==> config.mk <==
export PLATFORM = sky130hd
export DESIGN_NAME = crc16_frame_builder
export DESIGN_NICKNAME = d
export VERILOG_FILES = /design/src/rtl/core/cfb_pkg.sv /design/src/rtl/core/cfb_queue.sv /design/src/rtl/core/cfb_front.sv /design/src/rtl/core/cfb_back.sv /design/src/rtl/core/crc16_frame_builder.sv
export SDC_FILE = /design/constraint.sdc
export NUM_CORES = 1
export LEC_CHECK = 0
export BUFFER_PORTS_ARGS = -buffer_cell sky130_fd_sc_hd__buf_2
export CAP_MARGIN = 20
export CORE_MARGIN = 2
export CORE_UTILIZATION = 61
export CTS_CLUSTER_DIAMETER = 120
export DETAILED_ROUTE_END_ITERATION = 16
export PLACE_DENSITY_LB_ADDON = 0.12
export REMOVE_ABC_BUFFERS = 1
export SKIP_CTS_REPAIR_TIMING = 1
export SYNTH_ARGS = -nofsm -noshare
export SYNTH_HDL_FRONTEND = slang
export SYNTH_HIERARCHICAL = 1
export SYNTH_SLANG_ARGS = --single-unit
==> constraint.sdc <==
create_clock -name clk -period 4.3 [get_ports clk]
set_input_delay 0.215 -clock clk [delete_from_list [all_inputs] [get_ports clk]]
set_output_delay 0.215 -clock clk [all_outputs]
set_load 0.05 [all_outputs]
==> src/rtl/core/cfb_pkg.sv <==
// cfb_pkg: shared types, constants and the byte-wise crc update for the frame builder
// depends on nothing; used by every module under rtl/core
package cfb_pkg;

	localparam logic [7:0]  SYNC_HI       = 8'hA5;
	localparam logic [7:0]  SYNC_LO       = 8'h5A;
	localparam logic [15:0] CRC_POLY      = 16'hA001;
	localparam logic [15:0] LOW_BYTE_MASK = 16'h00FF;

	// command queue between front and back
	localparam int QUEUE_DEPTH = 4;
	localparam int QUEUE_AW    = $clog2(QUEUE_DEPTH);
	localparam int QUEUE_CW    = $clog2(QUEUE_DEPTH + 1);

	// byte positions within the sequence a command produces
	localparam logic [2:0] POS_SYNC_HI = 3'd0;
	localparam logic [2:0] POS_SYNC_LO = 3'd1;
	localparam logic [2:0] POS_TYPE    = 3'd2;
	localparam logic [2:0] POS_LEN_HI  = 3'd3;
	localparam logic [2:0] POS_LEN_LO  = 3'd4;
	localparam logic [2:0] POS_CRC_LO  = 3'd5;
	localparam logic [2:0] POS_CRC_HI  = 3'd6;
	localparam logic [2:0] POS_DATA    = 3'd0;
	localparam logic [2:0] POS_DCRC_LO = 3'd1;
	localparam logic [2:0] POS_DCRC_HI = 3'd2;

	localparam logic OP_START   = 1'b0;
	localparam logic OP_PAYLOAD = 1'b1;

	typedef struct packed {
		logic        operation;
		logic [7:0]  type_byte;
		logic [15:0] payload_length;
		logic [7:0]  data_byte;
	} item_t;

	typedef struct packed {
		logic [7:0] out_byte;
		logic       frame_end;
		logic       run_last;
		logic       error;
	} result_t;

	typedef enum logic [1:0] {
		CMD_START,
		CMD_DATA,
		CMD_ERROR
	} cmd_kind_t;

	typedef struct packed {
		cmd_kind_t   kind;
		logic [7:0]  byte_val;   // type byte on start, payload byte on data
		logic [15:0] length;
		logic [15:0] crc_init;
		logic        last;       // final payload byte of the frame
	} cmd_t;

	function automatic logic [15:0] crc_byte(input logic [15:0] crc, input logic [7:0] b);
		logic [15:0] c;
		c = crc ^ {8'h00, b};
		for (int k = 0; k < 8; k++) begin
			if (c[0]) begin
				c = (c >> 1) ^ CRC_POLY;
			end else begin
				c = c >> 1;
			end
		end
		return c;
	endfunction

endpackage

==> src/rtl/core/cfb_queue.sv <==
// cfb_queue: small command fifo between the classifying front and the byte sequencer
// depends on cfb_pkg for cmd_t and the queue depth
module cfb_queue (
	input  logic           clk,
	input  logic           arst_n,
	input  logic           push,
	input  cfb_pkg::cmd_t  push_cmd,
	output logic           full,
	input  logic           pop,
	output cfb_pkg::cmd_t  head,
	output logic           empty
);

	cfb_pkg::cmd_t                  entry_q [cfb_pkg::QUEUE_DEPTH];
	logic [cfb_pkg::QUEUE_AW-1:0]   wr_ptr_q;
	logic [cfb_pkg::QUEUE_AW-1:0]   rd_ptr_q;
	logic [cfb_pkg::QUEUE_CW-1:0]   count_q;
	logic                           do_push;
	logic                           do_pop;

	assign full    = (count_q == cfb_pkg::QUEUE_CW'(cfb_pkg::QUEUE_DEPTH));
	assign empty   = (count_q == '0);
	assign do_push = push && !full;
	assign do_pop  = pop && !empty;
	assign head    = entry_q[rd_ptr_q];

	always_ff @(posedge clk) begin
		if (do_push) begin
			entry_q[wr_ptr_q] <= push_cmd;
		end
	end

	always_ff @(posedge clk or negedge arst_n) begin
		if (!arst_n) begin
			wr_ptr_q <= '0;
			rd_ptr_q <= '0;
			count_q  <= '0;
		end else begin
			if (do_push) begin
				wr_ptr_q <= wr_ptr_q + cfb_pkg::QUEUE_AW'(1);
			end
			if (do_pop) begin
				rd_ptr_q <= rd_ptr_q + cfb_pkg::QUEUE_AW'(1);
			end
			if (do_push && !do_pop) begin
				count_q <= count_q + cfb_pkg::QUEUE_CW'(1);
			end else if (do_pop && !do_push) begin
				count_q <= count_q - cfb_pkg::QUEUE_CW'(1);
			end
		end
	end

endmodule

==> src/rtl/core/cfb_front.sv <==
// cfb_front: accepts input requests, tracks the open frame and turns each request into a command
// depends on cfb_pkg for item_t, cmd_t and the operation codes
module cfb_front (
	input  logic           clk,
	input  logic           arst_n,
	input  logic           cfg_we,
	input  logic [15:0]    cfg_wdata,
	input  logic           accept,
	input  cfb_pkg::item_t item,
	output cfb_pkg::cmd_t  cmd
);

	logic [15:0] crc_init_val_q;
	logic        frame_open_q;
	logic [15:0] bytes_remaining_q;
	logic        last_byte;

	assign last_byte = (bytes_remaining_q == 16'd1);

	// config register, write only
	always_ff @(posedge clk or negedge arst_n) begin
		if (!arst_n) begin
			crc_init_val_q <= '0;
		end else if (cfg_we) begin
			crc_init_val_q <= cfg_wdata;
		end
	end

	always_comb begin
		cmd.byte_val = item.data_byte;
		cmd.length   = item.payload_length;
		cmd.crc_init = crc_init_val_q;
		cmd.last     = 1'b0;
		cmd.kind     = cfb_pkg::CMD_ERROR;
		case (item.operation)
			cfb_pkg::OP_START: begin
				cmd.kind     = cfb_pkg::CMD_START;
				cmd.byte_val = item.type_byte;
			end
			cfb_pkg::OP_PAYLOAD: begin
				if (frame_open_q) begin
					cmd.kind = cfb_pkg::CMD_DATA;
					cmd.last = last_byte;
				end
			end
			default: begin
				cmd.kind = cfb_pkg::CMD_ERROR;
			end
		endcase
	end

	always_ff @(posedge clk or negedge arst_n) begin
		if (!arst_n) begin
			frame_open_q      <= 1'b0;
			bytes_remaining_q <= '0;
		end else if (accept) begin
			if (item.operation == cfb_pkg::OP_START) begin
				frame_open_q      <= (item.payload_length != 16'd0);
				bytes_remaining_q <= item.payload_length;
			end else if (frame_open_q) begin
				bytes_remaining_q <= bytes_remaining_q - 16'd1;
				if (last_byte) begin
					frame_open_q <= 1'b0;
				end
			end
		end
	end

endmodule

==> src/rtl/core/cfb_back.sv <==
// cfb_back: byte sequencer that plays out each queued command and keeps the running crc
// depends on cfb_pkg for cmd_t, result_t, byte positions and crc_byte
module cfb_back (
	input  logic             clk,
	input  logic             arst_n,
	input  cfb_pkg::cmd_t    head,
	input  logic             head_valid,
	output logic             pop,
	output logic             result_valid,
	input  logic             result_stall,
	output cfb_pkg::result_t result
);

	logic [2:0]       pos_q;
	logic [15:0]      crc_q;
	logic             result_valid_q;
	cfb_pkg::result_t result_q;

	logic             advance;
	logic             emit;
	logic [2:0]       final_pos;
	logic             is_final;
	logic [7:0]       emit_byte;
	logic             emit_end;
	logic             crc_feed;
	logic [15:0]      crc_base;

	assign advance = !result_valid_q || !result_stall;
	assign emit    = advance && head_valid;
	assign is_final = (pos_q == final_pos);
	assign pop     = emit && is_final;

	always_comb begin
		final_pos = cfb_pkg::POS_DATA;
		emit_byte = 8'h00;
		emit_end  = 1'b0;
		crc_feed  = 1'b0;
		crc_base  = crc_q;
		case (head.kind)
			cfb_pkg::CMD_START: begin
				final_pos = (head.length == 16'd0) ? cfb_pkg::POS_CRC_HI : cfb_pkg::POS_LEN_LO;
				crc_feed  = (pos_q <= cfb_pkg::POS_LEN_LO);
				if (pos_q == cfb_pkg::POS_SYNC_HI) begin
					crc_base = head.crc_init;
				end
				case (pos_q)
					cfb_pkg::POS_SYNC_HI: emit_byte = cfb_pkg::SYNC_HI;
					cfb_pkg::POS_SYNC_LO: emit_byte = cfb_pkg::SYNC_LO;
					cfb_pkg::POS_TYPE:    emit_byte = head.byte_val;
					cfb_pkg::POS_LEN_HI:  emit_byte = head.length[15:8];
					cfb_pkg::POS_LEN_LO:  emit_byte = head.length[7:0];
					cfb_pkg::POS_CRC_LO:  emit_byte = 8'(crc_q & cfb_pkg::LOW_BYTE_MASK);
					cfb_pkg::POS_CRC_HI: begin
						emit_byte = crc_q[15:8];
						emit_end  = 1'b1;
					end
					default: emit_byte = 8'h00;
				endcase
			end
			cfb_pkg::CMD_DATA: begin
				final_pos = head.last ? cfb_pkg::POS_DCRC_HI : cfb_pkg::POS_DATA;
				crc_feed  = (pos_q == cfb_pkg::POS_DATA);
				case (pos_q)
					cfb_pkg::POS_DATA:    emit_byte = head.byte_val;
					cfb_pkg::POS_DCRC_LO: emit_byte = 8'(crc_q & cfb_pkg::LOW_BYTE_MASK);
					cfb_pkg::POS_DCRC_HI: begin
						emit_byte = crc_q[15:8];
						emit_end  = 1'b1;
					end
					default: emit_byte = 8'h00;
				endcase
			end
			default: begin
				final_pos = cfb_pkg::POS_DATA;
				emit_byte = 8'h00;
			end
		endcase
	end

	always_ff @(posedge clk or negedge arst_n) begin
		if (!arst_n) begin
			pos_q          <= '0;
			crc_q          <= '0;
			result_valid_q <= 1'b0;
		end else if (emit) begin
			result_valid_q <= 1'b1;
			pos_q          <= is_final ? 3'd0 : pos_q + 3'd1;
			if (crc_feed) begin
				crc_q <= cfb_pkg::crc_byte(crc_base, emit_byte);
			end
		end else if (advance) begin
			result_valid_q <= 1'b0;
		end
	end

	// output register, no reset on payload
	always_ff @(posedge clk) begin
		if (emit) begin
			result_q.out_byte  <= emit_byte;
			result_q.frame_end <= emit_end;
			result_q.run_last  <= is_final;
			result_q.error     <= (head.kind == cfb_pkg::CMD_ERROR);
		end
	end

	assign result_valid = result_valid_q;
	assign result       = result_q;

endmodule

==> src/rtl/core/crc16_frame_builder.sv <==
// crc16_frame_builder: top level, front classifier, command queue and byte sequencer
// depends on cfb_pkg, cfb_front, cfb_queue and cfb_back
//
// Builds frames A5 5A, type, length (big-endian), payload, crc-16 (poly A001, reflected,
// low byte first, seeded from cfg_wdata, covering header and payload). An input request is
// taken whenever the four-entry command queue has room, so requests may arrive back to
// back. Results leave one byte per cycle from the output register of the byte sequencer
// while result_stall is low and a command is queued: a start request yields five bytes of
// output (seven with an empty payload), a payload byte one (three for the last byte of a
// frame, which adds the crc), a payload byte with no frame open one. The sustained rate is
// therefore set by the output byte count. A taken request is written into the command
// queue and its first byte then into the output register, which drives result_valid.
module crc16_frame_builder (
	input  logic             clk,
	input  logic             arst_n,
	input  logic             cfg_we,
	input  logic [15:0]      cfg_wdata,
	input  logic             item_valid,
	output logic             item_stall,
	input  cfb_pkg::item_t   item,
	output logic             result_valid,
	input  logic             result_stall,
	output cfb_pkg::result_t result
);

	cfb_pkg::cmd_t cmd;
	cfb_pkg::cmd_t head;
	logic          accept;
	logic          full;
	logic          empty;
	logic          pop;

	assign item_stall = full;
	assign accept     = item_valid && !full;

	cfb_front u_front (
		.clk       (clk),
		.arst_n    (arst_n),
		.cfg_we    (cfg_we),
		.cfg_wdata (cfg_wdata),
		.accept    (accept),
		.item      (item),
		.cmd       (cmd)
	);

	cfb_queue u_queue (
		.clk      (clk),
		.arst_n   (arst_n),
		.push     (accept),
		.push_cmd (cmd),
		.full     (full),
		.pop      (pop),
		.head     (head),
		.empty    (empty)
	);

	cfb_back u_back (
		.clk          (clk),
		.arst_n       (arst_n),
		.head         (head),
		.head_valid   (!empty),
		.pop          (pop),
		.result_valid (result_valid),
		.result_stall (result_stall),
		.result       (result)
	);

`ifndef NO_ASSERTIONS
	// a frame only ends on the last byte of its request
	a_end_is_last: assert property (@(posedge clk) disable iff (!arst_n)
		result_valid |-> (!result.frame_end || result.run_last))
		else $error("frame end without run last");

	// an error result is a lone zero byte
	a_error_shape: assert property (@(posedge clk) disable iff (!arst_n)
		(result_valid && result.error) |->
		(result.out_byte == 8'h00 && result.run_last && !result.frame_end))
		else $error("malformed error result");

	// nothing comes out of an empty pipe
	a_no_spurious: assert property (@(posedge clk) disable iff (!arst_n)
		($past(empty) && empty && !$past(result_valid)) |-> !result_valid)
		else $error("result with no queued command");
`endif

endmodule

* Word-level counts from Yosys, hierarchy flattened
Memories as Yosys holds them, arrays and structs flattened.
Index checks and enable logic that the tools add are counted.
** Word-level totals
- Bits in read-only memories :: 0
- Register bits after elaboration :: 71
- Bits in latches :: 0
- Output and inout bits :: 13
- Memory bits (writable) :: 172
- Memories kept :: 1
** Memory list
- u_queue.entry_q :: words 4, width 43, rd ports 1, clocked after memory_dff 0, wr ports 1, line cfb_queue.sv:14 : cfb_pkg::cmd_t entry_q [cfb_pkg::QUEUE_DEPTH];
** Operators by class
- Shift operators :: 0
- Reduce and logical (&&, ||, !) cells :: 23
- Multiplexer cells :: 51
- Eq/ne operators :: 12
- $mul :: 0
- Div/mod/pow operators :: 0
- Bitwise logic cells :: 10
- Add/subtract/negate cells :: 6
- Magnitude comparators :: 1
** Operators by type and width (number)
- 2-to-1 mux 16 bit :: 26
- one-hot mux 8 bit (7 select lines) :: 1
- NOT 2 -> 3 bit :: 8
- one-hot mux 8 bit (3 select lines) :: 1
- equality test 16 x 1 -> 1 bit (second input constant) :: 1
- zero test 16 bit :: 1
- one-hot mux 8 bit (2 select lines) :: 1
- nonzero test 16 bit :: 1
- subtractor 16 x 1 -> 16 bit (second input constant) :: 1
- XOR 16 x 8 -> 16 bit :: 1
- equality test 3 bit (second input constant) :: 4
- 2-to-1 mux 1 bit :: 11
- 2-to-1 mux 3 bit :: 3
- 2-to-1 mux 8 bit :: 1
- logical AND 1 bit :: 7
- adder 3 x 1 -> 3 bit (second input constant) :: 2
- equality test 3 x 2 -> 1 bit (second input constant) :: 2
- zero test 1 bit :: 6
- zero test 3 bit :: 2
- 2-to-1 mux 2 bit :: 3
- one-hot mux 3 bit (2 select lines) :: 1
- adder 2 x 1 -> 2 bit (second input constant) :: 2
- one-hot mux 1 bit (2 select lines) :: 2
- one-hot mux 2 bit (2 select lines) :: 1
- 12 further kinds :: 14

* Longest topological paths before layout
- Depth after elaboration :: 34
- Mapped depth :: 17

* By module
The synthesis kept the hierarchy.
** Modules (own cells, without submodules)
- cfb_queue :: times used 1, cells an instance 261, area each 6693.9 µm², seq. area each 5340.1 µm²
- cfb_back :: times used 1, cells an instance 224, area each 2213.4 µm², seq. area each 830.8 µm²
- cfb_front :: times used 1, cells an instance 199, area each 2000.7 µm², seq. area each 825.8 µm²
- crc16_frame_builder :: times used 1, cells an instance 2, area each 17.5 µm², seq. area each 0.0 µm²

* Worst setup path before layout
OpenSTA, ideal clock, no wires.
- Path kind :: reg-to-reg
- Start point :: reg u_queue/rd_ptr_q[0] (netlist bit)
- End point :: reg u_back.crc_q[0]
- Period minus slack after synthesis :: 3.389 ns
- Cell stages (with the launch flop) :: 14
- Path buffers :: 4
- Data arrival time :: 3.311 ns
- Path slack :: 0.911 ns
- Cell sequence :: dfrtp_1 > buf_6 > buf_12 > mux4_2 > buf_4 > nor2_2 > and3_1 > buf_4 > mux2i_2 > xnor2_2 > xnor2_1 > xnor3_2 > xnor3_1 > a21oi_1
** RTL lines
- from (decl) :: line cfb_queue.sv:16 : logic [cfb_pkg::QUEUE_AW-1:0] rd_ptr_q;
- from (signal assigned) :: line cfb_queue.sv:43 : rd_ptr_q <= rd_ptr_q + cfb_pkg::QUEUE_AW'(1);
- to (signal assigned) :: line cfb_back.sv:89 : crc_q <= cfb_pkg::crc_byte(crc_base, emit_byte);
- to (decl) :: line cfb_back.sv:15 : logic [15:0] crc_q;

==> out/qor.txt <==
RR Endpoint = u_queue/count_q[1]
Hold violation count in the final report = 0
PnR worst setup slack = 0.480 ns
GRT Total Usage = 24.7%
Placed wire-length estimate = 15.3 mm
I/O Pins = 67
Logic pwr share = 42.7%
Fin crit period = 3.82 ns
Buffers plus inverters on the worst setup path = 2
Post-synthesis compound-gate area fraction = 6.87%
Post-DR vias/cell = 6.24
Antenna cells = 0
Setup crit start kind = flip-flop
Fraction of synthesized area in multiplexers = 14.1%
Vertical die dimension = 138 um
Antenna violations before repair = 0
Placement Rows = 48
Final Net Count = 838
Most congested layer reported by global routing = met2
Count of endpoints failing setup in the final report = 0
Clock share of power = 21.4%
R2r worst-path depth = 14
Overall die area = 19000 um2
Critical path arrival = 4.21 ns
Die X = 138 um
Clock latency on the worst-skew pair = 0.51 ns
DRC violations left = 0
Cell at the root of the clock tree = sky130_fd_sc_hd__clkbuf_16
Maximum vdd drop = 0.691 mV
Total power divided by cell area = 811 nW/um2
Final number of max-transition violations = 0
Routed via count = 6329
Area added between synthesis and finish = 14.1%
Critical path fanouts, max = 27
Actual transition at the worst max-transition pin = 0.924 ns
Average routed wire per standard cell = 22.5 um
Iteration-0 DRC Markers = 577
Final period util = 88.8%
Worst slew margin relative to its limit = 37.9%
Fraction of final layout cells with drive strength greater than 1 = 27.8%
RSZ-0062 raised after global routing = no
Initial standard-cell utilization of the core = 62.7%
Syn Area/Cell = 15.9 um2
Synth Area in Adders = 1.65%
Post-synthesis share of cell area spent on xor and xnor gates = 3.03%
Met2 Track Usage GR = 40.6%
Class of the tightest hold or removal check = input pin to flip-flop
Switching power total = 3540 uW
Cell count after synthesis = 686
Number of clock sinks = 243
Number of port buffers = 66
Leftover overflow at the end of global routing = 0
Launch point of the worst hold path = item[22]
Hold Path Cell Cnt = 1
Post-synthesis sequential area ratio = 64.0%
Post-synthesis cell type count = 73
Pre-antenna DRT Iters = 6
Category of cells accounting for the largest share of critical-path delay = simple AND/OR/NAND/NOR gates
Count of nets left with antenna violations after detail routing = 0
Synthesis-stage register bit count = 243
Number of levels the H-tree was split into = 1
Final weighted congestion in routability-driven placement = 0.846
Setup slack on the worst flop-to-flop path = 0.48 ns
Startpoint-to-endpoint class of the critical path = flip-flop to flip-flop
Vias in the first global route = 6309
Cells traversed along the worst timing path = buf_12, mux4_2, nor4_1, nand4_1, xnor2_1, nor3_1, a41oi_1, o32ai_1, and3_1, nand2_1, ha_1, inv_1, fa_1, mux2_2
Post-synthesis async set-or-reset flop share = 24.7%
P_int = 6580 uW
Non-Filler Cell Area, Final = 12500 um2
Clock Pin Slew Worst Setup and Hold Paths = 0.06 ns
Crit Reg-Reg Startpoint = u_queue/rd_ptr_q[0]
Number of buffers inserted during clock tree synthesis = 24
Fin Setup TNS = 0 ns
GR Util met3 = 4.08%
Final hold slack = 0.00317 ns
Clock tree from TritonCTS = done
Largest net degree at the start of global routing = 44
Fillers = 1144
Area taken by flip-flops and latches = 7000 um2
Placed cell area = 11300 um2
Standard cell core area = 17400 um2
Dominant combinational cell family by area after synthesis = multiplexers
Setup Skew = 0.00824 ns
Utilization after layout = 71.6%
Part of the total power dissipated in sequential elements = 35.9%
Number of violations of the max-capacitance limit = 0
Netlist area before placement = 10900 um2
Worst slack at placement = 0.476 ns
Aggregate routed wire length = 22.8 mm
Maximum buffer depth of the clock tree = 3
Leakage power total = 0.00453 uW
Cell at the slowest stage of the critical path = sky130_fd_sc_hd__mux4_2
Multi-input gate area in the final layout = 3480 um2
First-pass GRT wire length = 35.0 mm
Dominant synthesized flop cell = sky130_fd_sc_hd__edfxtp_1
Crit path capture type = flip-flop
Run status = complete, no violations
Maximum clock frequency = 262 MHz
Hold EP = u_queue/entry_q[3][31]
Number of enable flip-flop cells after synthesis = 183
YS warnings = 6
Share of synthesized cell area in and, or, nand and nor gates = 6.17%
Critical path required time = 4.69 ns
Switching portion of total power = 35.0%
Biggest cell delay along the critical path = 0.54 ns
Met1 Use GR = 34.8%
==> worst max-delay path by stage <==
| stage | startpoint | to | slack, ns | depth (start not counted) |
|---|---|---|---|---|
| floorplan | u_queue/rd_ptr_q[0] | u_back/crc_q[0] | -0.84 | 9 |
| CTS | u_queue/rd_ptr_q[0] | u_queue/count_q[1] | 0.46 | 14 |
| global placement | u_queue/rd_ptr_q[0] | u_queue/count_q[1] | 0.53 | 14 |
| global route | u_queue/rd_ptr_q[0] | u_queue/count_q[2] | 0.20 | 16 |
| finish | u_queue/rd_ptr_q[0] | u_queue/count_q[1] | 0.48 | 14 |
| detailed placement | u_queue/rd_ptr_q[0] | u_queue/count_q[1] | 0.48 | 14 |
==> flip-flops by register name (all words and copies together) (netlist names), 2 cells and up <==
signal                     count
u_front/crc_init_val_q        16
u_front/bytes_remaining_q     16
u_queue/rd_ptr_q               2
u_back/pos_q                   3
u_queue/entry_q              172
u_back/result                 11
u_back/crc_q                  16
u_queue/count_q                3
u_queue/wr_ptr_q               2
==> through the flow <==
step / cells / power, uW
6_report: 1014 / 10100
3_5_place_dp: 941 / 7950
3_3_place_gp: 941 / 7790
5_1_grt: 1014 / 10600
4_1_cts: 985 / 10100
2_1_floorplan: 632 / 6820
==> kinds of logic (layout without fill, tap and decap cells) <==
kind of cell / after synthesis / count (layout)
adders and majority gates: 14 / 14
and+or+nand+nor: 122 / 122
DFF: 243 / 243
muxes: 93 / 93
xor gates and xnor gates: 32 / 32
AOI/OAI and AO/OA: 107 / 107
buffers and inverters: 75 / 178
==> synthesized netlist by cell type, types with 4 or more instances <==
| library cell | count | area share, % |
|---|---|---|
| sky130_fd_sc_hd__nand3_1 | 9 | 0.41 |
| sky130_fd_sc_hd__nand2_1 | 24 | 0.82 |
| sky130_fd_sc_hd__and2_1 | 6 | 0.34 |
| sky130_fd_sc_hd__or3_1 | 4 | 0.23 |
| sky130_fd_sc_hd__a222oi_1 | 8 | 0.73 |
| sky130_fd_sc_hd__clkbuf_1 | 13 | 0.45 |
| sky130_fd_sc_hd__ha_1 | 12 | 1.4 |
| sky130_fd_sc_hd__buf_12 | 4 | 0.73 |
| sky130_fd_sc_hd__edfxtp_1 | 183 | 50 |
| sky130_fd_sc_hd__dfrtp_1 | 60 | 14 |
| sky130_fd_sc_hd__buf_2 | 13 | 0.60 |
| sky130_fd_sc_hd__nand4_1 | 6 | 0.34 |
| sky130_fd_sc_hd__mux4_1 | 5 | 1.2 |
| sky130_fd_sc_hd__a22o_1 | 5 | 0.40 |
| sky130_fd_sc_hd__o22ai_1 | 8 | 0.46 |
| sky130_fd_sc_hd__buf_4 | 21 | 1.4 |
| sky130_fd_sc_hd__mux4_2 | 38 | 7.8 |
| sky130_fd_sc_hd__nand2b_1 | 4 | 0.23 |
| sky130_fd_sc_hd__and3_1 | 6 | 0.34 |
| sky130_fd_sc_hd__mux2i_1 | 17 | 1.6 |
| sky130_fd_sc_hd__xnor2_1 | 19 | 1.5 |
| sky130_fd_sc_hd__nor4_1 | 11 | 0.63 |
| sky130_fd_sc_hd__nor2_1 | 31 | 1.1 |
| sky130_fd_sc_hd__a21oi_1 | 34 | 1.6 |
| sky130_fd_sc_hd__mux2_2 | 31 | 3.2 |
| sky130_fd_sc_hd__xor2_1 | 8 | 0.64 |
| sky130_fd_sc_hd__o21ai_0 | 13 | 0.60 |
| sky130_fd_sc_hd__inv_1 | 21 | 0.72 |
| sky130_fd_sc_hd__nor3_1 | 4 | 0.18 |
==> cell usage in the layout (no fill, tap or decap), types with 4 or more instances in the layout <==
| cell type | count |
|---|---|
| sky130_fd_sc_hd__ha_1 | 12 |
| sky130_fd_sc_hd__clkbuf_1 | 6 |
| sky130_fd_sc_hd__xor2_1 | 8 |
| sky130_fd_sc_hd__o22ai_1 | 8 |
| sky130_fd_sc_hd__and2_2 | 4 |
| sky130_fd_sc_hd__nand3_1 | 9 |
| sky130_fd_sc_hd__mux2_2 | 31 |
| sky130_fd_sc_hd__a22o_1 | 5 |
| sky130_fd_sc_hd__buf_2 | 66 |
| sky130_fd_sc_hd__nand2b_1 | 4 |
| sky130_fd_sc_hd__and3_1 | 6 |
| sky130_fd_sc_hd__mux4_2 | 38 |
| sky130_fd_sc_hd__nor2_1 | 31 |
| sky130_fd_sc_hd__a21oi_1 | 34 |
| sky130_fd_sc_hd__clkbuf_16 | 25 |
| sky130_fd_sc_hd__buf_4 | 16 |
| sky130_fd_sc_hd__mux4_1 | 5 |
| sky130_fd_sc_hd__a222oi_1 | 8 |
| sky130_fd_sc_hd__mux2i_1 | 17 |
| sky130_fd_sc_hd__edfxtp_1 | 183 |
| sky130_fd_sc_hd__or3_1 | 4 |
| sky130_fd_sc_hd__o21ai_0 | 13 |
| sky130_fd_sc_hd__dfrtp_1 | 59 |
| sky130_fd_sc_hd__clkbuf_8 | 6 |
| sky130_fd_sc_hd__xnor2_1 | 19 |
| sky130_fd_sc_hd__nand2_1 | 24 |
| sky130_fd_sc_hd__dlygate4sd3_1 | 29 |
| sky130_fd_sc_hd__inv_1 | 21 |
| sky130_fd_sc_hd__nand4_1 | 6 |
| sky130_fd_sc_hd__nor4_1 | 11 |
==> power by group through the flow <==
stage                     sequential [uW]  clock [uW]  combinational (uW)
after CTS                            3630        2210                4310
final                                3630        2170                4320
after global placement               3630           0                4160
after detailed placement             3670           0                4270
after floorplan                      3860           0                2960
after global routing                 3690        2300                4630
==> worst reg2reg max path, stage by stage (launching register included) <==
cell and delay (ns):
sky130_fd_sc_hd__dfrtp_2 0.38, sky130_fd_sc_hd__buf_12 0.23, sky130_fd_sc_hd__mux4_2 0.55, sky130_fd_sc_hd__nor4_1 0.37, sky130_fd_sc_hd__nand4_1 0.18, sky130_fd_sc_hd__xnor2_1 0.16, sky130_fd_sc_hd__nor3_1 0.13, sky130_fd_sc_hd__a41oi_1 0.06
sky130_fd_sc_hd__o32ai_1 0.23, sky130_fd_sc_hd__and3_1 0.31, sky130_fd_sc_hd__nand2_1 0.12, sky130_fd_sc_hd__ha_1 0.23, sky130_fd_sc_hd__inv_1 0.07, sky130_fd_sc_hd__fa_1 0.40, sky130_fd_sc_hd__mux2_2 0.27
==> area by class of cell <==
cell class | instances | area share (%)
repair buffers | 113 | 6.26
inverters | 21 | 0.632
clock inverters | 7 | 0.903
flip-flops and latches | 243 | 56.1
clock buffers | 37 | 5.86
well taps | 225 | 2.26
multi-input cells | 368 | 27.9
==> per-layer routing <==
| metal | up-vias | wire (um) | share of wire [%] |
|---|---|---|---|
| met3 | 42 | 1490 | 6.5 |
| met4 | 0 | 587 | 2.6 |
| met5 | - | 0 | 0 |
| met1 | 3197 | 9630 | 42 |
| li1 | 2834 | - | - |
| met2 | 256 | 11100 | 49 |
Note: power is estimated with default switching activity, not from simulation.
